<file path="src/hw/rtl/ccd_pkg.sv">
package ccd_pkg;

  typedef enum logic [1:0] {
    PH_IDLE   = 2'd0,
    PH_EXT    = 2'd1,
    PH_CODES  = 2'd2,
    PH_COORDS = 2'd3
  } ccd_phase_t;

  typedef enum logic [1:0] {
    CMD_MOVE  = 2'd0,
    CMD_LINE  = 2'd1,
    CMD_QUAD  = 2'd2,
    CMD_CUBIC = 2'd3
  } ccd_cmd_t;

  typedef enum logic [1:0] {
    ERR_NONE        = 2'd0,
    ERR_NOT_CONTOUR = 2'd1,
    ERR_COUNT       = 2'd2
  } ccd_err_t;

  localparam logic [7:0] CNT_NOT_CONTOUR = 8'h80;
  localparam logic [7:0] CNT_EXTENDED    = 8'h40;
  localparam int         CODE_BYTE_CAP   = 255;
  localparam int         COORD_SLOTS     = 6;

endpackage

</file>
<file path="src/hw/rtl/contour_command_decoder_unit.sv">
// Contour fragment decoder. Takes one fragment byte per cycle and returns one
// path command (kind, end point, up to two control points) once its last
// coordinate byte is in; a byte may be accepted every cycle unless a result
// is held on the output by out_stall, which stalls the input until it leaves,
// and a result appears on the output register the cycle after its last byte.
// The packed command codes are held in a code-byte memory of MAX_CODE_BYTES
// entries with a registered read port; the code byte for the next command is
// fetched when the current command completes, so a command never waits on the
// memory. Bad fragments (bit 7 of the count byte set, or more than 255 or
// MAX_CODE_BYTES code bytes) give a single error item flagged last.
// The memory needs no clearing after reset.
module contour_command_decoder_unit
  import ccd_pkg::*;
#(
  parameter int MAX_CODE_BYTES = 256
) (
  input  logic       clk,
  input  logic       rst_n,
  input  logic       in_valid,
  output logic       in_stall,
  input  logic [7:0] in_data_byte,
  input  logic       in_fragment_start,
  output logic       out_valid,
  input  logic       out_stall,
  output logic [1:0] out_command_kind,
  output logic [7:0] out_point_x,
  output logic [7:0] out_point_y,
  output logic [7:0] out_first_ctrl_x,
  output logic [7:0] out_first_ctrl_y,
  output logic [7:0] out_second_ctrl_x,
  output logic [7:0] out_second_ctrl_y,
  output logic       out_last_command,
  output logic [1:0] out_error_code
);

  localparam int AW = (MAX_CODE_BYTES > 1) ? $clog2(MAX_CODE_BYTES) : 1;
  localparam int CODE_LIMIT = (MAX_CODE_BYTES < CODE_BYTE_CAP) ? MAX_CODE_BYTES
                                                                : CODE_BYTE_CAP;
  localparam logic [12:0] CODE_LIMIT_W = 13'(CODE_LIMIT);

  // control state
  ccd_phase_t  phase_r, phase_nxt;
  logic [13:0] total_r, total_nxt;
  logic [13:0] pos_r, pos_nxt;
  logic [7:0]  fill_r, fill_nxt;
  logic [7:0]  cbytes_r, cbytes_nxt;
  logic [2:0]  cnt_r, cnt_nxt;
  logic        out_valid_r, out_valid_nxt;

  logic [7:0]  gather_r [COORD_SLOTS];
  logic [7:0]  gather_nxt [COORD_SLOTS];

  // code-byte memory
  logic [7:0]  code_mem [MAX_CODE_BYTES];
  logic [7:0]  rd_data_r;
  logic          mem_we;
  logic [AW-1:0] mem_waddr;
  logic          rd_en;
  logic [AW-1:0] rd_addr;
  logic          rd_fwd;

  // result being formed
  logic       res_load;
  ccd_cmd_t   res_kind;
  ccd_err_t   res_err;
  logic       res_last;
  logic [7:0] res_px, res_py, res_c1x, res_c1y, res_c2x, res_c2y;

  logic        acc;
  logic        check_count;
  logic [13:0] total_new;
  logic [14:0] total_sum;
  logic [12:0] cbytes_new;
  logic [7:0]  fill_inc;
  logic [2:0]  cnt_inc;
  logic [13:0] pos_inc;
  logic [2:0]  need;
  ccd_cmd_t    cur_kind;

  assign in_stall = out_valid_r & out_stall;
  assign acc      = in_valid & ~in_stall;

  assign total_new  = in_fragment_start ? {8'd0, in_data_byte[5:0]}
                                        : {total_r[5:0], in_data_byte};
  assign total_sum  = {1'b0, total_new} + 15'd3;
  assign cbytes_new = total_sum[14:2];
  assign fill_inc   = fill_r + 8'd1;
  assign cnt_inc    = cnt_r + 3'd1;
  assign pos_inc    = pos_r + 14'd1;

  // code pair of the current command, least significant pair first
  always_comb begin
    case (pos_r[1:0])
      2'd0:    cur_kind = ccd_cmd_t'(rd_data_r[1:0]);
      2'd1:    cur_kind = ccd_cmd_t'(rd_data_r[3:2]);
      2'd2:    cur_kind = ccd_cmd_t'(rd_data_r[5:4]);
      default: cur_kind = ccd_cmd_t'(rd_data_r[7:6]);
    endcase
    case (cur_kind)
      CMD_QUAD:  need = 3'd4;
      CMD_CUBIC: need = 3'd6;
      default:   need = 3'd2;
    endcase
  end

  always_comb begin
    phase_nxt   = phase_r;
    total_nxt   = total_r;
    pos_nxt     = pos_r;
    fill_nxt    = fill_r;
    cbytes_nxt  = cbytes_r;
    cnt_nxt     = cnt_r;
    gather_nxt  = gather_r;
    mem_we      = 1'b0;
    mem_waddr   = AW'(fill_r);
    rd_en       = 1'b0;
    rd_addr     = '0;
    rd_fwd      = 1'b0;
    check_count = 1'b0;
    res_load    = 1'b0;
    res_kind    = CMD_MOVE;
    res_err     = ERR_NONE;
    res_last    = 1'b0;
    res_px      = 8'd0;
    res_py      = 8'd0;
    res_c1x     = 8'd0;
    res_c1y     = 8'd0;
    res_c2x     = 8'd0;
    res_c2y     = 8'd0;

    if (acc) begin
      if (in_fragment_start) begin
        if ((in_data_byte & CNT_NOT_CONTOUR) != 8'd0) begin
          res_load  = 1'b1;
          res_err   = ERR_NOT_CONTOUR;
          res_last  = 1'b1;
          phase_nxt = PH_IDLE;
        end else begin
          total_nxt = total_new;
          if ((in_data_byte & CNT_EXTENDED) != 8'd0) begin
            phase_nxt = PH_EXT;
          end else begin
            check_count = 1'b1;
          end
        end
      end else begin
        case (phase_r)
          PH_IDLE: begin
          end
          PH_EXT: begin
            total_nxt   = total_new;
            check_count = 1'b1;
          end
          PH_CODES: begin
            mem_we   = 1'b1;
            fill_nxt = fill_inc;
            if (fill_inc >= cbytes_r) begin
              phase_nxt = PH_COORDS;
              cnt_nxt   = 3'd0;
              // fetch the first command's code byte; it may be this very byte
              rd_en     = 1'b1;
              rd_addr   = '0;
              rd_fwd    = (fill_r == 8'd0);
            end
          end
          PH_COORDS: begin
            if (cnt_r < 3'(COORD_SLOTS)) begin
              gather_nxt[cnt_r] = in_data_byte;
            end
            cnt_nxt = cnt_inc;
            if (cnt_inc >= need) begin
              res_load = 1'b1;
              res_kind = cur_kind;
              res_px   = gather_nxt[0];
              res_py   = gather_nxt[1];
              if (cur_kind == CMD_QUAD || cur_kind == CMD_CUBIC) begin
                res_c1x = gather_nxt[2];
                res_c1y = gather_nxt[3];
              end
              if (cur_kind == CMD_CUBIC) begin
                res_c2x = gather_nxt[4];
                res_c2y = gather_nxt[5];
              end
              cnt_nxt = 3'd0;
              pos_nxt = pos_inc;
              rd_en   = 1'b1;
              rd_addr = AW'(pos_inc[13:2]);
              if (pos_inc >= total_r) begin
                res_last  = 1'b1;
                phase_nxt = PH_IDLE;
              end
            end
          end
          default: phase_nxt = PH_IDLE;
        endcase
      end

      if (check_count) begin
        if (cbytes_new > CODE_LIMIT_W) begin
          res_load  = 1'b1;
          res_err   = ERR_COUNT;
          res_last  = 1'b1;
          phase_nxt = PH_IDLE;
        end else begin
          pos_nxt    = 14'd0;
          fill_nxt   = 8'd0;
          cnt_nxt    = 3'd0;
          cbytes_nxt = cbytes_new[7:0];
          phase_nxt  = (total_new == 14'd0) ? PH_IDLE : PH_CODES;
        end
      end
    end

    if (res_load) begin
      out_valid_nxt = 1'b1;
    end else if (!out_stall) begin
      out_valid_nxt = 1'b0;
    end else begin
      out_valid_nxt = out_valid_r;
    end
  end

  always_ff @(posedge clk) begin
    if (!rst_n) begin
      phase_r     <= PH_IDLE;
      total_r     <= 14'd0;
      pos_r       <= 14'd0;
      fill_r      <= 8'd0;
      cbytes_r    <= 8'd0;
      cnt_r       <= 3'd0;
      out_valid_r <= 1'b0;
    end else begin
      phase_r     <= phase_nxt;
      total_r     <= total_nxt;
      pos_r       <= pos_nxt;
      fill_r      <= fill_nxt;
      cbytes_r    <= cbytes_nxt;
      cnt_r       <= cnt_nxt;
      out_valid_r <= out_valid_nxt;
    end
  end

  always_ff @(posedge clk) begin
    gather_r <= gather_nxt;
  end

  always_ff @(posedge clk) begin
    if (mem_we) begin
      code_mem[mem_waddr] <= in_data_byte;
    end
    if (rd_en) begin
      rd_data_r <= rd_fwd ? in_data_byte : code_mem[rd_addr];
    end
  end

  always_ff @(posedge clk) begin
    if (res_load) begin
      out_command_kind  <= res_kind;
      out_point_x       <= res_px;
      out_point_y       <= res_py;
      out_first_ctrl_x  <= res_c1x;
      out_first_ctrl_y  <= res_c1y;
      out_second_ctrl_x <= res_c2x;
      out_second_ctrl_y <= res_c2y;
      out_last_command  <= res_last;
      out_error_code    <= res_err;
    end
  end

  assign out_valid = out_valid_r;

endmodule

</file>
<file path="config.mk">
export PLATFORM = sky130hd
export DESIGN_NAME = contour_command_decoder_unit
export DESIGN_NICKNAME = d
export VERILOG_FILES = /design/src/hw/rtl/ccd_pkg.sv /design/src/hw/rtl/contour_command_decoder_unit.sv
export SDC_FILE = /design/constraint.sdc
export NUM_CORES = 2
export LEC_CHECK = 0
export BUFFER_PORTS_ARGS = -buffer_cell sky130_fd_sc_hd__buf_2
export CAP_MARGIN = 20
export CORE_UTILIZATION = 25
export CTS_BUF_LIST = sky130_fd_sc_hd__clkbuf_8
export CTS_CLUSTER_DIAMETER = 100
export CTS_CLUSTER_SIZE = 14
export DETAILED_ROUTE_END_ITERATION = 12
export PLACE_DENSITY = 0.49
export SLEW_MARGIN = 20
export SYNTH_ARGS = -nofsm -noshare
export SYNTH_HDL_FRONTEND = slang
export SYNTH_SLANG_ARGS = --single-unit
</file>
<file path="constraint.sdc">
create_clock -name clk -period 10.2 [get_ports clk]
set_input_delay 1.53 -clock clk [delete_from_list [all_inputs] [get_ports clk]]
set_output_delay 1.53 -clock clk [all_outputs]
set_load 0.05 [all_outputs]
</file>
==> results.cfg <==
[worst_setup_path]
crit_chain = ha_1 > inv_1 > mux2_2 > inv_1 > ha_1 > nor2b_1 > o311a_4 > nand2_8 > buf_4 > a211oi_1 > a21oi_1 > o21ai_0 > nand3_1 > o211a_1 > a2111oi_1 > a221oi_1
worstPathMaxFanout = 55
endpoint_kind = register
slowest_stage = o21ai_0
critPathMaxStageDelay_ps = 930
cp.required_ps = 10940
criticalPathCategory = register to register
crit_arrival_ps = 8560
critPathLaunchType = register

[clock_tree]
cts_buffers = 176
cts_setup_buffers = 0
clk_latency_ps = 1050
cts.sinks = 2207
cts.reportedPaths.clkPinSlew_ps = 120
tritoncts = built
cts_htree_levels = 4
clk_path_buf_depth = 3
cts_root_buf = clkbuf_8
cts-hold-fix-buffers = 0
cts_resized = 0

[floorplanning]
start_util_pct = 25.2
dieWidth_um = 596
die_h_um = 596
ioPinCount = 68
die-area_mm2 = 0.355
rows = 217
core_mm2 = 0.350

[global_route]
grt_pass1_wl_um = 453000
antenna_found_initial = 23
grtUsageTotal_pct = 17.9
grt-ovfl-total = 0
grt_pass1_vias = 54500
grt_max_degree = 152

[routing]
drc = 0
antenna_left = 0
drt_pass1_iterations = 7
avgRoutedWirePerCell_um = 30.9
vias = 57100
wl_um = 328000
drtIter0Drc = 7873
vias_per_cell = 5.37

[placed_design]
gp_congestion = 0.925
placedInstanceArea_mm2 = 0.0939
hpwl_um = 201000
io_buffers = 67

[sta]
drv_slew = 0
setup_tns_ps = 0
final-hold-violation-count = 0
relSlewSlack_pct = 12.2
worst_slew_pin_slew_ps = 1310
setup_viol = 0
fmax_mhz = 128
skew_ps = 89.0
min_period_ps = 7830
min_period_over_period_pct = 76.7
rsz0062_at_grt = no

[power_and_ir_drop]
p_clk_share_pct = 31.1
intPower_mw = 11.6
p_per_area_mw_per_mm2 = 154
pwr-share-seq_pct = 66.9
power_mw = 14.9
net-switching-power_mw = 3.27
power_switching_share_pct = 22.0
peakVddDrop_uv = 152
combPwrFrac_pct = 2.0
total_leakage_power_nw = 29.0

[cells_and_area]
nets = 6006
layout_commonest_cell = edfxtp_1
fin_area_mm2 = 0.0967
drive_above_1_share_pct = 9.74
syn_to_final_growth_pct = 9.67
final_cell_mix = edfxtp_1 (2157), nand2_1 (746), nor2_1 (379)

[synthesis]
syn_inst = 6006
synth.top_cell.area_share_pct = 73.5
synth-seq-cells = 2207
synth_edf_count = 2157
yosysWarnings = 0
synth_top_area_cell = edfxtp_1
yosysUniqueCellTypes = 100
ys_seq_area_share_pct = 74.6
synth_area_mm2 = 0.0882
synthTopCellsByArea = edfxtp_1 (73%), o221ai_1 (3.4%), nand2_1 (3.2%)
async_flop_share_pct = 0
syn_nets = 6052
yosys_most_used_dff = edfxtp_1
syn_area_per_cell_um2 = 14.7

[run]
drv_cap = 0

[run_status]
status = finished, final reports clean

[min_path]
hold_path.class = register to register
layout make-up:
class,count,area (um^2)
diodes,9,22.5
clock buffers,179,2460
clock inverters,46,279
fillers,35500,254000
inverters,45,180
multi-input cells,3300,20300
flip-flops and latches,2207,65800
well taps,4599,5750
repair buffers,230,1900
worst max-delay path, delay by kind of cell, from the launching register on:
kind / cells / cell delay, ps
simple gates: 3 / 1040
flops: 1 / 550
fa+ha+maj: 2 / 860
mux: 1 / 540
compound gates: 7 / 3610
buf+inv: 3 / 820
per-layer routing:
| metal | wire length, um | track usage [%] | part of all wire, % | up-vias |
|---|---|---|---|---|
| li1 | - | - | - | 23400 |
| met2 | 147000 | 27.6 | 45 | 3165 |
| met4 | 15300 | 7.87 | 4.7 | 14 |
| met3 | 30700 | 3.88 | 9.4 | 645 |
| met5 | 233 | 0 | 0.071 | - |
| met1 | 135000 | 24.2 | 41 | 29800 |
worst paths after layout:
path | depth (start not counted) | endpoint | startpoint | slack [ps]
hold reg to reg | 2 | cbytes_r[1] | cbytes_r[1] | 490
hold / removal | 2 | cbytes_r[1] | cbytes_r[1] | 490
setup reg to reg | 16 | rd_data_r[5] | pos_r[0] | 2370
setup / recovery | 16 | rd_data_r[5] | pos_r[0] | 2370
registers in the layout, indices dropped and copies added (netlist names), 3 cells and up:
name               count
gather_r              48
cbytes_r               8
out_second_ctrl_y      8
total_r               14
cnt_r                  3
pos_r                 14
out_first_ctrl_y       8
rd_data_r              8
out_first_ctrl_x       8
out_point_y            8
out_second_ctrl_x      8
code_mem            2048
out_point_x            8
fill_r                 8
logic make-up after synthesis:
logic type                 Yosys count  share of synthesized area (%)
buffers and inverters              499                           2.72
adders and majority gates           33                          0.468
DFF                               2207                           74.6
and+or+nand+nor                   1748                           8.77
xor gates and xnor gates            28                          0.332
AOI/OAI and AO/OA                 1300                           10.7
muxes                              191                           2.43
through the flow:
stage | util (%) | worst slack [ps] | instances | hold slack (ps)
finish | 27.6 | 2370 | 10600 | 489
global route | 27.6 | 2280 | 10600 | 523
CTS | 27.6 | 2800 | 10600 | 493
detailed placement | 26.8 | 2820 | 10400 | 475
global placement | 26.8 | 2590 | 10400 | 459
floorplan | - | 5310 | 6006 | 443
synthesized netlist by cell type, drive strengths merged (7+ instances only):
| cell | n |
|---|---|
| a221oi | 13 |
| buf | 305 |
| o221a | 7 |
| o22ai | 120 |
| a21o | 9 |
| o211ai | 57 |
| a211o | 7 |
| nor2 | 400 |
| o31ai | 19 |
| o21ai | 147 |
| mux4 | 13 |
| a31oi | 178 |
| o221ai | 347 |
| nand3 | 293 |
| nor3 | 91 |
| and2 | 22 |
| mux2 | 55 |
| or3 | 14 |
| a41oi | 7 |
| o2111ai | 15 |
| a32o | 16 |
| dfxtp | 50 |
| a221o | 7 |
| o311ai | 7 |
| mux2i | 123 |
| xnor2 | 17 |
| a311oi | 33 |
| inv | 43 |
| clkbuf | 149 |
| a32oi | 27 |
| edfxtp | 2157 |
| nor4 | 17 |
| nand2 | 752 |
| nand4 | 32 |
| nor2b | 28 |
| nand2b | 11 |
| a2111oi | 8 |
| a211oi | 58 |
| and3 | 60 |
| ha | 33 |
| a21oi | 150 |
| xor2 | 10 |
| a22oi | 21 |
| nor3b | 8 |
power groups by stage:
stage	combinational (mW)	clock, mW	sequential, mW
final	0.300	4.62	9.95
after global placement	0.293	0	10.2
after detailed placement	0.300	0	10.2
after CTS	0.300	4.68	9.95
after global routing	0.314	4.95	9.95
after floorplan	0.0518	0	10.2
Power figures use the tool's default switching activity.
